File: config.mk
export PLATFORM = sky130hd
export DESIGN_NAME = fen_position_loader_core
export DESIGN_NICKNAME = d
export VERILOG_FILES = /design/src/design/fpl_pkg.sv /design/src/design/fen_position_loader_core.sv /design/src/design/fpl_ctrl.sv /design/src/design/fpl_datapath.sv
export SDC_FILE = /design/constraint.sdc
export NUM_CORES = 1
export LEC_CHECK = 0
export BUFFER_PORTS_ARGS = -buffer_cell sky130_fd_sc_hd__buf_4
export CAP_MARGIN = 0
export CORE_MARGIN = 2
export CORE_UTILIZATION = 30
export CTS_BUF_LIST = sky130_fd_sc_hd__clkbuf_8 sky130_fd_sc_hd__clkbuf_16
export DETAILED_ROUTE_END_ITERATION = 16
export GPL_TIMING_DRIVEN = 0
export PLACE_DENSITY = 0.49
export SYNTH_ARGS = -nofsm -noshare
export SYNTH_HDL_FRONTEND = slang
export SYNTH_SLANG_ARGS = --single-unit
File: constraint.sdc
create_clock -name aclk -period 7.9 [get_ports aclk]
set_input_delay 1.185 -clock aclk [delete_from_list [all_inputs] [get_ports aclk]]
set_output_delay 1.185 -clock aclk [all_outputs]
set_load 0.01 [all_outputs]
File: src/design/fpl_pkg.sv
`timescale 1ns / 1ps

package fpl_pkg;

    // cursor values and moves
    localparam logic [7:0] CURSOR_START = 8'd56;
    localparam logic [7:0] CURSOR_OFF   = 8'd255;
    localparam logic [7:0] RANK_BACK    = 8'd16;

    // characters with a meaning of their own
    localparam logic [7:0] CH_SPACE = 8'h20;
    localparam logic [7:0] CH_SLASH = 8'h2F;
    localparam logic [7:0] CH_ONE   = 8'h31;
    localparam logic [7:0] CH_EIGHT = 8'h38;
    localparam logic [7:0] CH_W_LO  = 8'h77;
    localparam logic [7:0] CH_B_LO  = 8'h62;
    localparam logic [7:0] CH_K_UP  = 8'h4B;
    localparam logic [7:0] CH_Q_UP  = 8'h51;
    localparam logic [7:0] CH_K_LO  = 8'h6B;
    localparam logic [7:0] CH_Q_LO  = 8'h71;

    // piece codes
    localparam logic [2:0] PIECE_NONE   = 3'd0;
    localparam logic [2:0] PIECE_PAWN   = 3'd1;
    localparam logic [2:0] PIECE_KNIGHT = 3'd2;
    localparam logic [2:0] PIECE_BISHOP = 3'd3;
    localparam logic [2:0] PIECE_ROOK   = 3'd4;
    localparam logic [2:0] PIECE_QUEEN  = 3'd5;
    localparam logic [2:0] PIECE_KING   = 3'd6;

    // castling flag bits
    localparam int CASTLE_WK = 0;
    localparam int CASTLE_WQ = 1;
    localparam int CASTLE_BK = 2;
    localparam int CASTLE_BQ = 3;

    // width of the packed result payload
    localparam int RES_W = 10;

    typedef enum logic [1:0] {
        ST_IDLE,
        ST_FILL,
        ST_READ
    } fpl_state_t;

    // controller to datapath
    typedef struct packed {
        logic take;       // input transfer this cycle
        logic fill;       // one empty-square write of a digit run
        logic show_read;  // load registered square into result
    } fpl_cmd_t;

    // datapath to controller
    typedef struct packed {
        logic item_read;  // current input is a square read
        logic fill_start; // current character starts a digit run
        logic fill_last;  // last square of the digit run
    } fpl_stat_t;

    // color in bit 3, piece in bits 2..0, empty for anything else
    function automatic logic [3:0] letter_code(input logic [7:0] c);
        logic [3:0] code;
        code = {1'b0, PIECE_NONE};
        case (c)
            8'h50: code = {1'b0, PIECE_PAWN};
            8'h4E: code = {1'b0, PIECE_KNIGHT};
            8'h42: code = {1'b0, PIECE_BISHOP};
            8'h52: code = {1'b0, PIECE_ROOK};
            8'h51: code = {1'b0, PIECE_QUEEN};
            8'h4B: code = {1'b0, PIECE_KING};
            8'h70: code = {1'b1, PIECE_PAWN};
            8'h6E: code = {1'b1, PIECE_KNIGHT};
            8'h62: code = {1'b1, PIECE_BISHOP};
            8'h72: code = {1'b1, PIECE_ROOK};
            8'h71: code = {1'b1, PIECE_QUEEN};
            8'h6B: code = {1'b1, PIECE_KING};
            default: code = {1'b0, PIECE_NONE};
        endcase
        return code;
    endfunction

endpackage

File: src/design/fen_position_loader_core.sv
`timescale 1ns / 1ps
// a parse transfer shows its result the next cycle; a square read passes the read registers
// and then the result register; a new letter, slash or space is taken while the result drains;
// a read or a digit run holds off input; one board write per square, single store write port
// reset: synchronous active-low aresetn empties the board, cursor to square 56,
// clears turn, castling flags and the stop flag; no clearing pass is needed

module fen_position_loader_core
    import fpl_pkg::*;
(
    input  logic        aclk,
    input  logic        aresetn,
    // input channel
    input  logic        s_axis_tvalid,
    output logic        s_axis_tready,
    input  logic [15:0] s_axis_tdata,   // [7:0] ch, [13:8] square, [15:14] zero
    input  logic [1:0]  s_axis_tuser,   // [0] kind, [1] first
    // result channel
    output logic        m_axis_tvalid,
    input  logic        m_axis_tready,
    output logic [15:0] m_axis_tdata    // [0] accepted, [3:1] square_piece, [4] square_color,
                                        // [5] turn, [6] castle_white_king,
                                        // [7] castle_white_queen, [8] castle_black_king,
                                        // [9] castle_black_queen, [15:10] zero
);

    fpl_cmd_t         cmd;
    fpl_stat_t        stat;
    logic [RES_W-1:0] res_data;

    // controller: sequencing, input ready and the result valid flag
    fpl_ctrl u_ctrl (
        .aclk    (aclk),
        .aresetn (aresetn),
        .s_valid (s_axis_tvalid),
        .s_ready (s_axis_tready),
        .m_valid (m_axis_tvalid),
        .m_ready (m_axis_tready),
        .stat    (stat),
        .cmd     (cmd)
    );

    // datapath: character decode, cursor, board store and result register
    fpl_datapath u_dp (
        .aclk      (aclk),
        .aresetn   (aresetn),
        .in_kind   (s_axis_tuser[0]),
        .in_ch     (s_axis_tdata[7:0]),
        .in_first  (s_axis_tuser[1]),
        .in_square (s_axis_tdata[13:8]),
        .cmd       (cmd),
        .stat      (stat),
        .res_data  (res_data)
    );

    // the result register parts the two sides; unused top bits read zero
    assign m_axis_tdata = {{(16 - RES_W){1'b0}}, res_data};

endmodule

File: src/design/fpl_ctrl.sv
`timescale 1ns / 1ps

module fpl_ctrl
    import fpl_pkg::*;
(
    input  logic      aclk,
    input  logic      aresetn,
    input  logic      s_valid,
    output logic      s_ready,
    output logic      m_valid,
    input  logic      m_ready,
    input  fpl_stat_t stat,
    output fpl_cmd_t  cmd
);

    fpl_state_t state_reg, state_next;
    logic       out_valid_reg, out_valid_next;
    logic       take;

    always_ff @(posedge aclk) begin
        if (!aresetn) begin
            state_reg     <= ST_IDLE;
            out_valid_reg <= 1'b0;
        end else begin
            state_reg     <= state_next;
            out_valid_reg <= out_valid_next;
        end
    end

    always_comb begin
        s_ready    = (state_reg == ST_IDLE) && (!out_valid_reg || m_ready);
        take       = s_valid && s_ready;
        state_next = state_reg;
        cmd        = '0;
        unique case (state_reg)
            ST_IDLE: begin
                cmd.take = take;
                if (take && stat.item_read) begin
                    state_next = ST_READ;
                end else if (take && stat.fill_start) begin
                    state_next = ST_FILL;
                end
            end
            ST_FILL: begin
                cmd.fill = 1'b1;
                if (stat.fill_last) begin
                    state_next = ST_IDLE;
                end
            end
            ST_READ: begin
                cmd.show_read = 1'b1;
                state_next    = ST_IDLE;
            end
            default: state_next = ST_IDLE;
        endcase

        // parse results load at the transfer, read results in the cycle after it
        if ((cmd.take && !stat.item_read) || cmd.show_read) begin
            out_valid_next = 1'b1;
        end else if (m_ready) begin
            out_valid_next = 1'b0;
        end else begin
            out_valid_next = out_valid_reg;
        end
    end

    assign m_valid = out_valid_reg;

endmodule

File: src/design/fpl_datapath.sv
`timescale 1ns / 1ps

module fpl_datapath
    import fpl_pkg::*;
(
    input  logic             aclk,
    input  logic             aresetn,
    input  logic             in_kind,
    input  logic [7:0]       in_ch,
    input  logic             in_first,
    input  logic [5:0]       in_square,
    input  fpl_cmd_t         cmd,
    output fpl_stat_t        stat,
    output logic [RES_W-1:0] res_data
);

    // board: piece and color kept apart so a digit leaves color untouched
    logic [2:0]  piece_mem [64];
    logic        color_mem [64];
    logic [63:0] piece_vld_reg;
    logic [63:0] color_vld_reg;

    logic [7:0] cursor_reg, cursor_next;
    logic       stopped_reg, stopped_next;
    logic       turn_reg, turn_next;
    logic [3:0] castle_reg, castle_next;

    logic [6:0] fill_addr_reg;
    logic [3:0] fill_left_reg;

    logic [2:0] rd_piece_reg;
    logic       rd_color_reg;
    logic       rd_pvld_reg;
    logic       rd_cvld_reg;

    logic [RES_W-1:0] res_reg;

    logic [7:0] cur_eff;
    logic       stop_eff;
    logic       acc;
    logic       letter_wr;
    logic       fill_start;
    logic [3:0] run_len;
    logic [3:0] code;

    logic       wr_en;
    logic       wr_color_en;
    logic [5:0] wr_addr;
    logic [2:0] wr_piece;
    logic       parse_take;

    // character decode
    always_comb begin
        cur_eff      = in_first ? CURSOR_START : cursor_reg;
        stop_eff     = in_first ? 1'b0 : stopped_reg;
        cursor_next  = cur_eff;
        stopped_next = stop_eff;
        turn_next    = turn_reg;
        castle_next  = castle_reg;
        acc          = 1'b0;
        letter_wr    = 1'b0;
        fill_start   = 1'b0;
        run_len      = in_ch[3:0];
        code         = letter_code(in_ch);
        if (!stop_eff) begin
            acc = 1'b1;
            if (in_ch == CH_SPACE) begin
                cursor_next = CURSOR_OFF;
            end else if (in_ch == CH_SLASH) begin
                if (cur_eff == CURSOR_OFF || cur_eff < RANK_BACK) begin
                    cursor_next = CURSOR_OFF;
                end else begin
                    cursor_next = cur_eff - RANK_BACK;
                end
            end else if (cur_eff[7:6] == 2'b00) begin
                if (in_ch >= CH_ONE && in_ch <= CH_EIGHT) begin
                    fill_start  = 1'b1;
                    cursor_next = cur_eff + {4'b0, run_len};
                end else begin
                    letter_wr   = 1'b1;
                    cursor_next = cur_eff + 8'd1;
                end
            end else begin
                case (in_ch)
                    CH_W_LO: turn_next = 1'b0;
                    CH_B_LO: turn_next = 1'b1;
                    CH_K_UP: castle_next[CASTLE_WK] = 1'b1;
                    CH_Q_UP: castle_next[CASTLE_WQ] = 1'b1;
                    CH_K_LO: castle_next[CASTLE_BK] = 1'b1;
                    CH_Q_LO: castle_next[CASTLE_BQ] = 1'b1;
                    default: begin
                        acc          = 1'b0;
                        stopped_next = 1'b1;
                    end
                endcase
            end
        end
    end

    assign parse_take      = cmd.take && !in_kind;
    assign stat.item_read  = in_kind;
    assign stat.fill_start = fill_start;
    assign stat.fill_last  = (fill_left_reg == 4'd1);

    // one write port: letter at the transfer or one square of a digit run
    always_comb begin
        wr_en       = 1'b0;
        wr_color_en = 1'b0;
        wr_addr     = cur_eff[5:0];
        wr_piece    = code[2:0];
        if (cmd.fill) begin
            wr_en    = !fill_addr_reg[6];
            wr_addr  = fill_addr_reg[5:0];
            wr_piece = PIECE_NONE;
        end else if (parse_take && letter_wr) begin
            wr_en       = 1'b1;
            wr_color_en = 1'b1;
        end
    end

    always_ff @(posedge aclk) begin
        if (wr_en) begin
            piece_mem[wr_addr] <= wr_piece;
        end
        if (wr_color_en) begin
            color_mem[wr_addr] <= code[3];
        end
        if (cmd.take && in_kind) begin
            rd_piece_reg <= piece_mem[in_square];
            rd_color_reg <= color_mem[in_square];
        end
    end

    always_ff @(posedge aclk) begin
        if (!aresetn) begin
            piece_vld_reg <= '0;
            color_vld_reg <= '0;
            cursor_reg    <= CURSOR_START;
            stopped_reg   <= 1'b0;
            turn_reg      <= 1'b0;
            castle_reg    <= '0;
            fill_left_reg <= '0;
        end else begin
            if (wr_en) begin
                piece_vld_reg[wr_addr] <= 1'b1;
            end
            if (wr_color_en) begin
                color_vld_reg[wr_addr] <= 1'b1;
            end
            if (parse_take) begin
                cursor_reg  <= cursor_next;
                stopped_reg <= stopped_next;
                turn_reg    <= turn_next;
                castle_reg  <= castle_next;
            end
            if (parse_take && fill_start) begin
                fill_left_reg <= run_len;
            end else if (cmd.fill) begin
                fill_left_reg <= fill_left_reg - 4'd1;
            end
        end
    end

    always_ff @(posedge aclk) begin
        if (parse_take && fill_start) begin
            fill_addr_reg <= cur_eff[6:0];
        end else if (cmd.fill) begin
            fill_addr_reg <= fill_addr_reg + 7'd1;
        end
        if (cmd.take && in_kind) begin
            rd_pvld_reg <= piece_vld_reg[in_square];
            rd_cvld_reg <= color_vld_reg[in_square];
        end
        if (parse_take) begin
            res_reg <= {castle_next, turn_next, 1'b0, PIECE_NONE, acc};
        end else if (cmd.show_read) begin
            res_reg <= {castle_reg, turn_reg,
                        rd_cvld_reg ? rd_color_reg : 1'b0,
                        rd_pvld_reg ? rd_piece_reg : PIECE_NONE,
                        1'b0};
        end
    end

    assign res_data = res_reg;

endmodule

==> results.yml <==
power:
  power_switching_mw: 1.11
  power_mw: 4.75
  total_leakage_power_nw: 6.97
  power_density_nw_per_um2: 223
  vdd_drop_max_v: 0.000133
  p_clk_frac: 0.438
  p_comb_frac: 0.061
  internal_power_mw: 3.64
  swShare: 0.234
  seqPwrFrac: 0.500
setup_path:
  slowest_stage: "clkbuf_1"
  r2r-start: "u_ctrl.state_reg[1]$_SDFFE_PN0P_"
  cp_common_cell: "buf_4"
  cp.arrival_ns: 3.99
  crit_chain: "buf_4 > buf_4 > clkbuf_1 > buf_2 > mux2i_1 > nand2_1 > o21ai_0 > o31ai_1"
  r2r_slack_ns: 4.91
  cp_top_family: "buffers and inverters"
  critPathRequiredTime_ns: 8.15
  r2r_end: "u_dp.piece_mem[46][0]$_DFFE_PP_"
  worstPathMaxFanout: 10
  cp-start-kind: "primary input"
  crit_type: "in -> reg"
  worstRegToRegCells: 8
  end_kind: "flip-flop"
  cp_slowest_stage_delay_ns: 0.79
  path_buf_inv: 4
route:
  ant_nets: 0
  routed-via-count: 12452
  routedWlPerCell_um: 21.9
  via_per_inst: 5.20
  first_pass_iters: 5
  first_iter_violations: 1071
  drc: 0
  wl_um: 52500
place:
  gp_congestion: 0.860
  hpwl_um: 37400
  dp_cells: 2304
  io_buffers: 27
yosys:
  synthArstFlopShare: 0
  ys_ff_latch: 428
  netlist.area_leader.share: 0.448
  ys.flop_type: "edfxtp_1"
  synth.area.top_cells: "edfxtp_1, dfxtp_1, mux4_2, nand2_1, nor2_1"
  syn_avg_cell_area_um2: 12.5
  yosys_warnings: 0
  yosys.area.top_type: "edfxtp_1"
  ys_types: 74
  syn_inst: 1474
  yosysSeqAreaShare: 0.614
  synthesis.area_um2: 18400
  synth_edf_count: 275
sta:
  fmax_mhz: 268
  fin_crit_sh: 0.473
  skew_ns: 0.0253
  tns_ns: 0
  period_needed_ns: 3.74
  worstMarginPinSlew_ns: 1.29
  relSlewSlack: 0.133
  setup-violations-final: 0
  final_hold_viol_count: 0
  rsz0062_at_grt: "no"
  drv_slew: 0
die:
  start_util: 0.304
  core_um2: 60600
  die_w_um: 252
  rows: 90
  die_y_um: 252
  dieArea_um2: 63400
  ios: 40
cells_and_area:
  area_delta_synth_final_pct: 15.6
  drive_gt1_frac: 0.185
  regMostFlops: "u_dp.piece_mem"
  num_antenna_cells: 0
  stdcell_count: 2394
  mostFrequentLayoutCells: "edfxtp_1, nand2_1, nor2_1, dfxtp_1, o21ai_1"
  largest_reg_flops: 192
  fin_util: 0.352
  nets: 1604
  fillers: 5915
  final_common_cell: "edfxtp_1"
grt:
  grt.overflow.total: 0
  grt_usage: 0.166
  antenna_found_initial: 3
  grt_max_degree: 53
  grt_pass1_wl_um: 78400
  grt_pass1_vias: 12346
clocking:
  htreeDepth: 2
  cts_resized: 0
  root_buffer: "clkbuf_16"
  cts_buffers: 48
  clockBufferDepth: 3
  cts_tree: "yes"
  clock_latency_ns: 0.60
  cts_setup_buffers: 0
  cts_sinks: 428
  cts_hold_buf: 0
  path_clk_slew_ns: 0.06
run_status:
  status: "finished clean"
flow_run:
  cap_violations: 0
hold_path:
  worstHoldStart: "u_dp.color_vld_reg[53]$_SDFFE_PN0P_"
  hp-class: "reg -> reg"
  hold_depth: 2
  hold_path_end: "u_dp.color_vld_reg[53]$_SDFFE_PN0P_"
==> how the worst max path moves through the flow <==
stage	slack, ns	from	cells after the start	to
6_report	4.16	s_axis_tdata[10]	8	u_dp.rd_piece_reg[0]$_DFFE_PP_
5_1_grt	4.19	s_axis_tdata[10]	8	u_dp.rd_piece_reg[1]$_DFFE_PP_
4_1_cts	4.26	s_axis_tdata[10]	8	u_dp.rd_piece_reg[2]$_DFFE_PP_
3_5_place_dp	3.65	s_axis_tdata[10]	8	u_dp.rd_piece_reg[2]$_DFFE_PP_
3_3_place_gp	-3.25	s_axis_tdata[0]	5	u_dp.piece_mem[4][0]$_DFFE_PP_
2_1_floorplan	2.01	s_axis_tdata[4]	5	u_dp.piece_mem[0][0]$_DFFE_PP_
==> stage by stage <==
| step | instance area [um2] | hold WS (ns) | setup slack (ns) |
|---|---|---|---|
| 6_report | 21300 | 0.444 | 4.16 |
| 5_1_grt | 21300 | 0.459 | 4.19 |
| 4_1_cts | 21300 | 0.446 | 4.26 |
| 3_5_place_dp | 19800 | 0.438 | 3.65 |
| 3_3_place_gp | 19600 | 0.434 | -3.25 |
| 2_1_floorplan | 18400 | 0.424 | 2.01 |
==> cells by family (layout without fill, tap and decap cells) <==
group,count (synthesis),in the layout,synth area share
simple gates,524,524,0.122
mux,123,123,0.133
buf+inv,123,256,0.0365
other cells,1,6,0.000204
xor+xnor,12,12,0.00570
fa+ha+maj,10,10,0.00720
flops,428,428,0.614
compound gates,253,253,0.0818
==> power groups by stage <==
stage | clock (mW) | combinational, mW | sequential, mW
after floorplan | 0 | 0.173 | 2.43
after global placement | 0 | 0.286 | 2.43
after detailed placement | 0 | 0.292 | 2.43
after CTS | 2.13 | 0.293 | 2.38
after global routing | 2.22 | 0.312 | 2.38
final | 2.08 | 0.292 | 2.38
==> worst reg2reg max path, delay by kind of cell, from the launching register on <==
kind | cells | cell delay, ns
simple gates | 5 | 0.96
compound gates | 1 | 0.85
buf+inv | 2 | 0.48
flops | 1 | 0.43
==> cells in the mapped netlist (3+ instances only) <==
cell and instances:
edfxtp_1 275, nand2_1 233, nor2_1 194, dfxtp_1 153, o21ai_1 135, mux4_2 96, buf_2 39, a21oi_1 34
clkbuf_1 34, buf_4 19, mux2i_1 19, o21ai_0 18, inv_1 17, nand3_1 17, nor2b_1 15, buf_6 12
nand2b_1 12, nor3_1 11, and2_1 9, ha_1 9, xnor2_1 9, nor3b_1 7, a31oi_1 6, mux2_2 6
o22ai_1 6, nand4_1 5, o31ai_1 5, a2111oi_0 4, and3_1 4, o21a_1 4, o221ai_1 4, o32ai_2 4
a211oi_1 3, nor4_1 3, o221a_2 3, o31a_1 3, xor2_1 3
==> layer usage <==
| metal | GRT usage | routed length [um] | up-vias |
|---|---|---|---|
| li1 | - | - | 5611 |
| met2 | 0.271 | 24800 | 427 |
| met3 | 0.0221 | 3240 | 80 |
| met1 | 0.231 | 23300 | 6334 |
| met5 | 0 | 0 | - |
| met4 | 0.0489 | 1180 | 0 |
==> final cells by class <==
type                       count  area, um2  share of cell area
clock inverter                39        230              0.0108
tap                          782        978              0.0459
clock buffer                  51       1240              0.0583
timing repair buffer          43        380              0.0179
multi-input combinational    928       6480               0.304
sequential                   428      11300               0.531
inverter                      19       71.3             0.00335
buffer                       104        601              0.0282
No activity file was read; power rests on OpenSTA's default activity.
